--- src/hw/rtl/samn_pkg.sv ---
// Shared widths, codes and control types for the signed ADC mean normalizer.
package samn_pkg;

   localparam int SMP_W      = 10;  // converter sample
   localparam int SUM_W      = 24;  // signed accumulator
   localparam int MEAN_W     = 11;  // signed mean
   localparam int ZERO_W     = 11;  // signed zero offset
   localparam int GAIN_W     = 22;  // signed Q.20 gain
   localparam int SPEED_W    = 16;  // signed Q1.15 speed
   localparam int MAG_W      = 11;  // magnitude of (mean - zero)
   localparam int PROD_W     = 35;  // signed product, Q.20
   localparam int FRAC_DROP  = 5;   // Q.20 down to Q1.15
   localparam int STEP_W     = 5;   // serial step counter
   localparam int SKIP_W     = 5;   // sample skip counter
   localparam int CSR_IDX_W  = 3;
   localparam int CSR_DATA_W = 22;

   localparam logic [MEAN_W-2:0] MEAN_MAX = 10'd1023;

   localparam int SETTLE_SKIP_DEF = 3;
   localparam int START_SKIP_DEF  = 30;
   localparam int COUNT_MAX_DEF   = 4095;

   localparam logic OP_SAMPLE = 1'b0;
   localparam logic OP_TICK   = 1'b1;

   localparam logic [CSR_IDX_W-1:0] REG_LEFT_ZERO_POS  = 3'd0;
   localparam logic [CSR_IDX_W-1:0] REG_LEFT_ZERO_NEG  = 3'd1;
   localparam logic [CSR_IDX_W-1:0] REG_RIGHT_ZERO_POS = 3'd2;
   localparam logic [CSR_IDX_W-1:0] REG_RIGHT_ZERO_NEG = 3'd3;
   localparam logic [CSR_IDX_W-1:0] REG_LEFT_GAIN_POS  = 3'd4;
   localparam logic [CSR_IDX_W-1:0] REG_LEFT_GAIN_NEG  = 3'd5;
   localparam logic [CSR_IDX_W-1:0] REG_RIGHT_GAIN_POS = 3'd6;
   localparam logic [CSR_IDX_W-1:0] REG_RIGHT_GAIN_NEG = 3'd7;

   // sequencer to channel datapath
   typedef struct packed {
      logic load;       // snapshot sum and count for a tick
      logic clear;      // zero sum and count
      logic div_step;   // one quotient bit
      logic mean_step;  // saturate mean, pick side, set up multiply
      logic mul_step;   // one multiplier bit
      logic fin_step;   // scale and saturate speed
   } samn_ctrl_type;

endpackage

--- src/hw/rtl/samn_channel.sv ---
// One channel: accumulator and count, bit-serial divider and shift-add multiplier.
module samn_channel import samn_pkg::*; #(
   parameter int COUNT_MAX = COUNT_MAX_DEF
) (
   input  logic                       clock,
   input  logic                       reset,
   input  samn_ctrl_type              ctrl,
   input  logic                       acc_en,
   input  logic [SMP_W-1:0]           sample,
   input  logic                       reverse,
   input  logic signed [ZERO_W-1:0]   zero_pos,
   input  logic signed [ZERO_W-1:0]   zero_neg,
   input  logic signed [GAIN_W-1:0]   gain_pos,
   input  logic signed [GAIN_W-1:0]   gain_neg,
   output logic signed [MEAN_W-1:0]   mean,
   output logic signed [SPEED_W-1:0]  speed,
   output logic                       empty
);

   localparam int CNT_W = $clog2(COUNT_MAX + 1);
   localparam logic [CNT_W-1:0] CNT_TOP = CNT_W'(COUNT_MAX);
   localparam int SH_W = PROD_W - FRAC_DROP;

   logic signed [SUM_W-1:0]   sum_ff, sum_in;
   logic [CNT_W-1:0]          cnt_ff, cnt_in;
   logic signed [SUM_W:0]     smp_ext, delta, sum_wide;

   logic [SUM_W-1:0]          quo_ff;
   logic [CNT_W-1:0]          rem_ff;
   logic [CNT_W-1:0]          dvs_ff;
   logic                      neg_ff;
   logic                      empty_ff;
   logic [CNT_W:0]            rem_shift;
   logic [CNT_W+1:0]          trial;
   logic                      qbit;
   logic [SUM_W-1:0]          sum_mag;

   logic [MEAN_W-2:0]         mag_sat;
   logic signed [MEAN_W-1:0]  mean_val;
   logic                      use_pos;
   logic signed [ZERO_W-1:0]  zsel;
   logic signed [MAG_W:0]     diff, diff_neg;
   logic signed [GAIN_W:0]    gsel;

   logic signed [MEAN_W-1:0]  mean_ff;
   logic [MAG_W-1:0]          mplier_ff;
   logic                      dneg_ff;
   logic signed [PROD_W-1:0]  mcand_ff;
   logic signed [PROD_W-1:0]  acc_ff;
   logic signed [PROD_W-1:0]  prod;
   logic signed [SH_W-1:0]    shr;
   logic [SH_W-SPEED_W:0]     shr_hi;
   logic signed [SPEED_W-1:0] speed_sat;
   logic signed [SPEED_W-1:0] speed_ff;

   // accumulate with saturation
   always_comb begin
      smp_ext  = $signed({{(SUM_W + 1 - SMP_W){1'b0}}, sample});
      delta    = reverse ? -smp_ext : smp_ext;
      sum_wide = $signed({sum_ff[SUM_W-1], sum_ff}) + delta;
      sum_in   = sum_ff;
      cnt_in   = cnt_ff;
      if (ctrl.clear) begin
         sum_in = '0;
         cnt_in = '0;
      end else if (acc_en) begin
         if (sum_wide[SUM_W] != sum_wide[SUM_W-1]) begin
            sum_in = sum_wide[SUM_W] ? {1'b1, {(SUM_W-1){1'b0}}}
                                     : {1'b0, {(SUM_W-1){1'b1}}};
         end else begin
            sum_in = sum_wide[SUM_W-1:0];
         end
         if (cnt_ff != CNT_TOP) begin
            cnt_in = cnt_ff + 1'b1;
         end
      end
   end

   // restoring divide on magnitudes, one quotient bit a step
   always_comb begin
      sum_mag   = sum_ff[SUM_W-1] ? SUM_W'(-sum_ff) : sum_ff;
      rem_shift = {rem_ff, quo_ff[SUM_W-1]};
      trial     = {1'b0, rem_shift} - {2'b00, dvs_ff};
      qbit      = !trial[CNT_W+1];
   end

   // mean, side select and multiply setup
   always_comb begin
      mag_sat  = (|quo_ff[SUM_W-1:MEAN_W-1]) ? MEAN_MAX : quo_ff[MEAN_W-2:0];
      if (empty_ff) begin
         mean_val = '0;
      end else if (neg_ff) begin
         mean_val = -$signed({1'b0, mag_sat});
      end else begin
         mean_val = $signed({1'b0, mag_sat});
      end
      use_pos  = !empty_ff && !neg_ff && (mag_sat != '0);
      zsel     = use_pos ? zero_pos : zero_neg;
      diff     = $signed({mean_val[MEAN_W-1], mean_val}) - $signed({zsel[ZERO_W-1], zsel});
      diff_neg = -diff;
      gsel     = use_pos ? $signed({gain_pos[GAIN_W-1], gain_pos})
                         : -$signed({gain_neg[GAIN_W-1], gain_neg});
   end

   // floor shift to Q1.15 and saturate
   always_comb begin
      prod   = dneg_ff ? -acc_ff : acc_ff;
      shr    = prod[PROD_W-1:FRAC_DROP];
      shr_hi = shr[SH_W-1:SPEED_W-1];
      if (shr_hi != '0 && shr_hi != '1) begin
         speed_sat = shr[SH_W-1] ? {1'b1, {(SPEED_W-1){1'b0}}}
                                 : {1'b0, {(SPEED_W-1){1'b1}}};
      end else begin
         speed_sat = shr[SPEED_W-1:0];
      end
   end

   always_ff @(posedge clock) begin
      if (reset) begin
         sum_ff <= '0;
         cnt_ff <= '0;
      end else begin
         sum_ff <= sum_in;
         cnt_ff <= cnt_in;
      end
   end

   always_ff @(posedge clock) begin
      if (ctrl.load) begin
         quo_ff   <= sum_mag;
         rem_ff   <= '0;
         dvs_ff   <= cnt_ff;
         neg_ff   <= sum_ff[SUM_W-1];
         empty_ff <= (cnt_ff == '0);
      end else if (ctrl.div_step) begin
         quo_ff <= {quo_ff[SUM_W-2:0], qbit};
         rem_ff <= qbit ? trial[CNT_W-1:0] : rem_shift[CNT_W-1:0];
      end
      if (ctrl.mean_step) begin
         mean_ff   <= mean_val;
         dneg_ff   <= diff[MAG_W];
         mplier_ff <= diff[MAG_W] ? diff_neg[MAG_W-1:0] : diff[MAG_W-1:0];
         mcand_ff  <= {{(PROD_W - GAIN_W - 1){gsel[GAIN_W]}}, gsel};
         acc_ff    <= '0;
      end else if (ctrl.mul_step) begin
         if (mplier_ff[0]) begin
            acc_ff <= acc_ff + mcand_ff;
         end
         mcand_ff  <= mcand_ff <<< 1;
         mplier_ff <= mplier_ff >> 1;
      end
      if (ctrl.fin_step) begin
         speed_ff <= speed_sat;
      end
   end

   assign mean  = mean_ff;
   assign speed = speed_ff;
   assign empty = empty_ff;

endmodule

--- src/hw/rtl/signed_adc_mean_normalizer.sv ---
// Top level of the two-channel signed ADC mean normalizer: sequencer, CSRs, output register.
//
// A sample beat is handled when it is accepted. A tick beat snapshots both channel sums and
// counts, then both channels run in lockstep: a bit-serial restoring divider gives one
// quotient bit per cycle over the 24-bit sum, the mean state saturates the mean
// and picks the calibration side, a shift-add multiplier takes one bit of the 11-bit
// (mean - zero) magnitude per cycle, the finish state scales and saturates the
// speed, and the hold state waits until the output register is free, then loads it.
// No new beat is accepted until the result has moved to the output register, so
// sample beats are not accepted while a result waits in the hold state.
module signed_adc_mean_normalizer import samn_pkg::*; #(
   parameter int SETTLE_SKIP = SETTLE_SKIP_DEF,
   parameter int START_SKIP  = START_SKIP_DEF,
   parameter int COUNT_MAX   = COUNT_MAX_DEF
) (
   input  logic                       clock,
   input  logic                       reset,
   input  logic                       req_valid,
   output logic                       req_ready,
   input  logic                       req_op,
   input  logic [SMP_W-1:0]           req_sample,
   input  logic                       req_left_reverse,
   input  logic                       req_right_reverse,
   input  logic                       req_clear_after,
   output logic                       rsp_valid,
   input  logic                       rsp_ready,
   output logic signed [MEAN_W-1:0]   rsp_left_mean,
   output logic signed [MEAN_W-1:0]   rsp_right_mean,
   output logic signed [SPEED_W-1:0]  rsp_left_speed,
   output logic signed [SPEED_W-1:0]  rsp_right_speed,
   output logic                       rsp_left_empty,
   output logic                       rsp_right_empty,
   input  logic                       csr_we,
   input  logic [CSR_IDX_W-1:0]       csr_index,
   input  logic [CSR_DATA_W-1:0]      csr_wdata
);

   localparam logic [2:0] S_IDLE = 3'd0;
   localparam logic [2:0] S_DIV  = 3'd1;
   localparam logic [2:0] S_MEAN = 3'd2;
   localparam logic [2:0] S_MUL  = 3'd3;
   localparam logic [2:0] S_FIN  = 3'd4;
   localparam logic [2:0] S_HOLD = 3'd5;

   localparam logic [SKIP_W-1:0] SKIP_START  = SKIP_W'(START_SKIP);
   localparam logic [SKIP_W-1:0] SKIP_SETTLE = SKIP_W'(SETTLE_SKIP);
   localparam logic [STEP_W-1:0] DIV_LAST    = STEP_W'(SUM_W - 1);
   localparam logic [STEP_W-1:0] MUL_LAST    = STEP_W'(MAG_W - 1);

   logic [2:0]        state_ff, state_in;
   logic [STEP_W-1:0] step_ff, step_in;
   logic [SKIP_W-1:0] skip_ff, skip_in;
   logic              channel_ff, channel_in;

   logic signed [ZERO_W-1:0] left_zero_pos_ff, left_zero_neg_ff;
   logic signed [ZERO_W-1:0] right_zero_pos_ff, right_zero_neg_ff;
   logic signed [GAIN_W-1:0] left_gain_pos_ff, left_gain_neg_ff;
   logic signed [GAIN_W-1:0] right_gain_pos_ff, right_gain_neg_ff;

   logic              req_accept;
   logic              take;
   logic              acc_left, acc_right;
   logic              out_load;
   samn_ctrl_type     ctrl;

   logic signed [MEAN_W-1:0]  left_mean, right_mean;
   logic signed [SPEED_W-1:0] left_speed, right_speed;
   logic                      left_empty, right_empty;

   logic                      rsp_valid_ff, rsp_valid_in;
   logic signed [MEAN_W-1:0]  rsp_left_mean_ff, rsp_right_mean_ff;
   logic signed [SPEED_W-1:0] rsp_left_speed_ff, rsp_right_speed_ff;
   logic                      rsp_left_empty_ff, rsp_right_empty_ff;

   assign req_ready  = (state_ff == S_IDLE);
   assign req_accept = req_valid && req_ready;
   assign take       = req_accept && (req_op == OP_SAMPLE) && (skip_ff == '0);
   assign acc_left   = take && !channel_ff;
   assign acc_right  = take && channel_ff;
   assign out_load   = (state_ff == S_HOLD) && (!rsp_valid_ff || rsp_ready);

   always_comb begin
      ctrl.load      = req_accept && (req_op == OP_TICK);
      ctrl.clear     = req_accept && (req_op == OP_TICK) && req_clear_after;
      ctrl.div_step  = (state_ff == S_DIV);
      ctrl.mean_step = (state_ff == S_MEAN);
      ctrl.mul_step  = (state_ff == S_MUL);
      ctrl.fin_step  = (state_ff == S_FIN);
   end

   // skip pattern and channel alternation
   always_comb begin
      skip_in    = skip_ff;
      channel_in = channel_ff;
      if (req_accept && (req_op == OP_SAMPLE)) begin
         if (take) begin
            skip_in    = SKIP_SETTLE;
            channel_in = !channel_ff;
         end else begin
            skip_in = skip_ff - 1'b1;
         end
      end
   end

   // tick sequencer
   always_comb begin
      state_in = state_ff;
      step_in  = step_ff;
      unique case (state_ff)
         S_IDLE: begin
            step_in = '0;
            if (ctrl.load) begin
               state_in = S_DIV;
            end
         end
         S_DIV: begin
            if (step_ff == DIV_LAST) begin
               step_in  = '0;
               state_in = S_MEAN;
            end else begin
               step_in = step_ff + 1'b1;
            end
         end
         S_MEAN: begin
            state_in = S_MUL;
         end
         S_MUL: begin
            if (step_ff == MUL_LAST) begin
               step_in  = '0;
               state_in = S_FIN;
            end else begin
               step_in = step_ff + 1'b1;
            end
         end
         S_FIN: begin
            state_in = S_HOLD;
         end
         S_HOLD: begin
            if (out_load) begin
               state_in = S_IDLE;
            end
         end
         default: begin
            state_in = S_IDLE;
            step_in  = '0;
         end
      endcase
   end

   always_comb begin
      rsp_valid_in = rsp_valid_ff;
      if (out_load) begin
         rsp_valid_in = 1'b1;
      end else if (rsp_ready) begin
         rsp_valid_in = 1'b0;
      end
   end

   always_ff @(posedge clock) begin
      if (reset) begin
         state_ff     <= S_IDLE;
         step_ff      <= '0;
         skip_ff      <= SKIP_START;
         channel_ff   <= 1'b0;
         rsp_valid_ff <= 1'b0;
      end else begin
         state_ff     <= state_in;
         step_ff      <= step_in;
         skip_ff      <= skip_in;
         channel_ff   <= channel_in;
         rsp_valid_ff <= rsp_valid_in;
      end
   end

   // calibration registers
   always_ff @(posedge clock) begin
      if (reset) begin
         left_zero_pos_ff  <= '0;
         left_zero_neg_ff  <= '0;
         right_zero_pos_ff <= '0;
         right_zero_neg_ff <= '0;
         left_gain_pos_ff  <= '0;
         left_gain_neg_ff  <= '0;
         right_gain_pos_ff <= '0;
         right_gain_neg_ff <= '0;
      end else if (csr_we) begin
         unique case (csr_index)
            REG_LEFT_ZERO_POS:  left_zero_pos_ff  <= csr_wdata[ZERO_W-1:0];
            REG_LEFT_ZERO_NEG:  left_zero_neg_ff  <= csr_wdata[ZERO_W-1:0];
            REG_RIGHT_ZERO_POS: right_zero_pos_ff <= csr_wdata[ZERO_W-1:0];
            REG_RIGHT_ZERO_NEG: right_zero_neg_ff <= csr_wdata[ZERO_W-1:0];
            REG_LEFT_GAIN_POS:  left_gain_pos_ff  <= csr_wdata[GAIN_W-1:0];
            REG_LEFT_GAIN_NEG:  left_gain_neg_ff  <= csr_wdata[GAIN_W-1:0];
            REG_RIGHT_GAIN_POS: right_gain_pos_ff <= csr_wdata[GAIN_W-1:0];
            REG_RIGHT_GAIN_NEG: right_gain_neg_ff <= csr_wdata[GAIN_W-1:0];
            default: begin
            end
         endcase
      end
   end

   always_ff @(posedge clock) begin
      if (out_load) begin
         rsp_left_mean_ff   <= left_mean;
         rsp_right_mean_ff  <= right_mean;
         rsp_left_speed_ff  <= left_speed;
         rsp_right_speed_ff <= right_speed;
         rsp_left_empty_ff  <= left_empty;
         rsp_right_empty_ff <= right_empty;
      end
   end

   samn_channel #(
      .COUNT_MAX (COUNT_MAX)
   ) u_left (
      .clock    (clock),
      .reset    (reset),
      .ctrl     (ctrl),
      .acc_en   (acc_left),
      .sample   (req_sample),
      .reverse  (req_left_reverse),
      .zero_pos (left_zero_pos_ff),
      .zero_neg (left_zero_neg_ff),
      .gain_pos (left_gain_pos_ff),
      .gain_neg (left_gain_neg_ff),
      .mean     (left_mean),
      .speed    (left_speed),
      .empty    (left_empty)
   );

   samn_channel #(
      .COUNT_MAX (COUNT_MAX)
   ) u_right (
      .clock    (clock),
      .reset    (reset),
      .ctrl     (ctrl),
      .acc_en   (acc_right),
      .sample   (req_sample),
      .reverse  (req_right_reverse),
      .zero_pos (right_zero_pos_ff),
      .zero_neg (right_zero_neg_ff),
      .gain_pos (right_gain_pos_ff),
      .gain_neg (right_gain_neg_ff),
      .mean     (right_mean),
      .speed    (right_speed),
      .empty    (right_empty)
   );

   assign rsp_valid       = rsp_valid_ff;
   assign rsp_left_mean   = rsp_left_mean_ff;
   assign rsp_right_mean  = rsp_right_mean_ff;
   assign rsp_left_speed  = rsp_left_speed_ff;
   assign rsp_right_speed = rsp_right_speed_ff;
   assign rsp_left_empty  = rsp_left_empty_ff;
   assign rsp_right_empty = rsp_right_empty_ff;

   a_rsp_from_hold: assert property (@(posedge clock) disable iff (reset)
      $rose(rsp_valid_ff) |-> $past(state_ff) == S_HOLD)
      else $error("result raised outside the hold state");

   a_tick_starts_div: assert property (@(posedge clock) disable iff (reset)
      ctrl.load |=> state_ff == S_DIV && step_ff == '0)
      else $error("tick beat did not start the divider");

   a_take_toggles: assert property (@(posedge clock) disable iff (reset)
      take |=> channel_ff != $past(channel_ff) && skip_ff == SKIP_SETTLE)
      else $error("taken sample did not toggle channel and reload skip");

   a_mul_bound: assert property (@(posedge clock) disable iff (reset)
      state_ff == S_MUL |-> step_ff <= MUL_LAST)
      else $error("multiplier step count overran");

endmodule
--- config.mk ---
export PLATFORM = sky130hd
export DESIGN_NAME = signed_adc_mean_normalizer
export DESIGN_NICKNAME = d
export VERILOG_FILES = /design/src/hw/rtl/samn_pkg.sv /design/src/hw/rtl/samn_channel.sv /design/src/hw/rtl/signed_adc_mean_normalizer.sv
export SDC_FILE = /design/constraint.sdc
export NUM_CORES = 2
export LEC_CHECK = 0
export ABC_AREA = 1
export BUFFER_PORTS_ARGS = -buffer_cell sky130_fd_sc_hd__buf_2
export CAP_MARGIN = 20
export CORE_UTILIZATION = 44
export DETAILED_ROUTE_END_ITERATION = 12
export RECOVER_POWER = 100
export SYNTH_ARGS = -nofsm -noshare
export SYNTH_HDL_FRONTEND = slang
export SYNTH_SLANG_ARGS = --single-unit
--- constraint.sdc ---
create_clock -name clock -period 21.9 [get_ports clock]
set_clock_uncertainty 0.1 [all_clocks]
set_input_delay 4.38 -clock clock [delete_from_list [all_inputs] [get_ports clock]]
set_output_delay 4.38 -clock clock [all_outputs]
set_load 0.01 [all_outputs]
==> results by group <==
Pwr
  – Sequential fraction of design power: 34.2%
  – Comb power frac: roughly two fifths
  – Clk pwr share: 25.9%
  – Switching power: roughly 1900 uW
  – Net Sw Frac: between 40% and 50%
  – Leakage: between 0.015 and 0.02 uW
  – P_int: approximately 2800 uW
  – Pwr Density: around 110 nW/um2
  – Max VDD drop: 0.0000577 V

GRT
  – GRT Util Overall: between 20% and 30%
  – First-pass GRT wire length: about 160,000 um
  – Total congestion overflow: 0
  – Vias in the first global route: slightly above 30,000
  – Largest net degree at the start of global routing: 86
  – Initial antenna violation count: 12

Yosys
  – Netlist Area Pre-Place: around 38,000 um2
  – Sequential area share after synthesis: around 40%
  – Yosys reg bits: around 590
  – Mapped Nets: 5,483
  – Avg Inst Size Synth: 7.16 um2
  – Asr flop ratio synth: 0%
  – Cells after Synth: approximately 5,300
  – Yosys warns: 0
  – Ys flop type: dfxtp_1
  – Post-synth EDFFs: 280
  – Synth cell types: 55

Clock network
  – CTS tree: yes
  – H-tree Lvls: 3
  – Hold-fix buffers at CTS: 0
  – Clock Path Buffers: 3
  – Clock latency on the worst-skew pair: slightly above 0.6 ns
  – Post-CTS resize count: 0
  – Worst-path clk slew: 0.06 ns
  – CTS Sinks: roughly 600
  – Setup bufs post-CTS: 0
  – Clock root buffer master: clkbuf_16
  – TritonCTS buffer count: 71

Placed design
  – Port Buf Inserts: a little over 100
  – Gpl congestion: 0.948
  – Placed cells: 6,345
  – Detailed Place HPWL: between 70,000 and 80,000 um

Job
  – Max_cap viols: 15

Finish
  – Multi-input gate area: between 20,000 and 25,000 um2
  – Most frequent cells in the layout: nand2_1, nor2_1, inv_1, o21ai_0, a21oi_1
  – Finished Layout Cells: approximately 6,500
  – Commonest non-fill, non-tap cell in the layout: nand2_1
  – # fillers: 8,630
  – Register area: about 15,000 um2
  – Layout cells sized above 1: between 4 and 5%
  – # nets final: between 5,000 and 6,000
  – P&R area growth vs syn: 9.85%

Run status
  – Status: complete, but fails checks
  – Failing checks: capacitance limit, slew limit

Timing
  – Final min period: roughly 11 ns
  – FMAX: between 90 and 100 MHz
  – Slew headroom: -166%
  – Slew Limit Fails: around 860
  – Slew @ Worst Pin: 3.99 ns
  – RSZ-0062 raised after global routing: false
  – Setup TNS: 0 ns
  – Count of final hold-check violations: 0
  – Period utilization: between 40% and 50%
  – Number of setup violations in the final report: 0

Worst setup path
  – R2R Path Start: state_ff[1]
  – Startpoint class of the critical path: input port
  – CP Launch Point: req_valid
  – Largest fanout on the critical path: between 80 and 90
  – CP required: around 22 ns
  – Critical path capture point type: register
  – Worst EP arrival: 11.15 ns
  – Crit path kind: in2reg

Floorplanning
  – Rows: approximately 110
  – Top Ports: 102
  – Die ar.: between 80,000 and 90,000 um2
  – Starting Density: 44.8%
  – Die height: 294 um
  – Total core area: between 80,000 and 90,000 um2
  – Die X: between 200 and 300 um

Drt
  – DRT iter0 DRCs: 2,111
  – Vias/cell: ~5.2
  – Antenna Nets Post-Route: 0
  – Wire per inst: 15.9 um
  – DR vias: between 30,000 and 40,000
  – First-pass detailed-route iteration total: 5
  – Number of remaining DRC errors: 0
  – Drt total wl: around 100,000 um

Min path
  – Startpoint of the worst hold path: u_left.speed[10]
  – Hold Crit Class: reg2reg
-- sequential cells by signal, indices dropped and copies added (netlist names), 16 cells and up --
name	count
rsp_left_speed	16
right_gain_pos_ff	22
left_gain_neg_ff	22
right_gain_neg_ff	22
u_right.speed	16
u_right.sum_ff	24
u_right.mcand_ff	35
u_left.acc_ff	35
u_right.acc_ff	35
rsp_right_speed	16
u_left.mcand_ff	35
u_left.quo_ff	24
u_left.sum_ff	24
u_left.speed	16
u_right.quo_ff	24
left_gain_pos_ff	22
-- area by class of cell --
type | instances | share of cell area [%]
clock buffer | 94 | 4.86
antenna | 3 | 0.0182
tap | 1134 | 3.43
sequential | 593 | 35.5
clock inverter | 35 | 0.993
inverter | 574 | 5.22
timing repair buffer | 121 | 1.37
multi-input combinational | 3924 | 48.6
-- layer usage --
metal  part of all wire, %  vias up  global-route usage (%)
met5                  0.10        -                       0
met4                   2.1       16                    5.67
met3                   4.7      146                    3.96
met2                    46      587                    39.7
met1                    47    15300                    31.0
li1                      -    17400                       -
-- path summary, 6_finish.rpt --
| kind | endpoint | slack (ns) | cells past startpoint |
|---|---|---|---|
| setup / recovery | u_right.rem_ff[0] | 11.00 | 9 |
| hold / removal | rsp_left_speed[10] | 0.30 | 0 |
| setup reg to reg | u_right.mcand_ff[25] | 11.65 | 7 |
| hold reg to reg | rsp_left_speed[10] | 0.30 | 0 |
-- synth_stat cells (19+ instances only) --
cell	n	area share, %
a21o_1	20	0.40
a21oi_1	389	5.2
clkbuf_1	118	1.2
dfxtp_1	313	17
edfxtp_1	280	22
ha_1	178	5.9
inv_1	565	5.6
nand2_1	1261	13
nand3_1	292	3.9
nand3b_1	37	0.74
nand4_1	55	0.91
nor2_1	717	7.2
nor3_1	56	0.74
o211ai_1	19	0.38
o21ai_0	486	6.5
o21bai_1	36	0.72
or2_2	35	0.58
xnor2_1	57	1.3
xor2_1	163	3.8
-- metrics by stage --
| step | util, % | instance area (um2) | hold WS [ns] | setup slack (ns) | power, uW |
|---|---|---|---|---|---|
| 2_1_floorplan | - | 37600 | 0.300 | 14.49 | 3020 |
| 3_3_place_gp | 46.5 | 39100 | 0.302 | 13.22 | 3490 |
| 3_5_place_dp | 46.5 | 39100 | 0.305 | 13.06 | 3510 |
| 4_1_cts | 49.3 | 41500 | 0.303 | 13.65 | 4760 |
| 5_1_grt | 49.2 | 41300 | 0.304 | 10.19 | 5110 |
| 6_report | 49.2 | 41300 | 0.298 | 11.00 | 4730 |
-- worst max-delay path, stage by stage --
cell and delay, ns:
buf_2 0.09, nand2_1 0.07, nor2_1 1.02, clkbuf_1 1.37, clkinv_1 0.21, clkbuf_1 1.21
nand2_2 0.35, clkbuf_1 2.00, o21ai_0 0.40
-- power by group through the flow --
stage | Clock (uW) | Sequential, uW | Combinational (uW)
after floorplan | 0 | 1560 | 1460
after global placement | 0 | 1630 | 1870
after detailed placement | 0 | 1630 | 1890
after CTS | 1260 | 1610 | 1890
after global routing | 1300 | 1640 | 2170
final | 1230 | 1620 | 1890
-- kinds of logic (layout without fill, tap and decap cells) --
family / Yosys count / count (layout) / share of synthesized area (%)
flip-flops: 593 / 593 / 39.0
AND/OR/NAND/NOR: 2499 / 2499 / 27.5
adder cells (fa/ha/maj): 186 / 186 / 6.34
XOR/XNOR: 220 / 220 / 5.12
other: 0 / 3 / 0
buffers and inverters: 736 / 824 / 7.54
AO/OA/AOI/OAI: 1019 / 1019 / 14.5
Power figures use the tool's default switching activity.
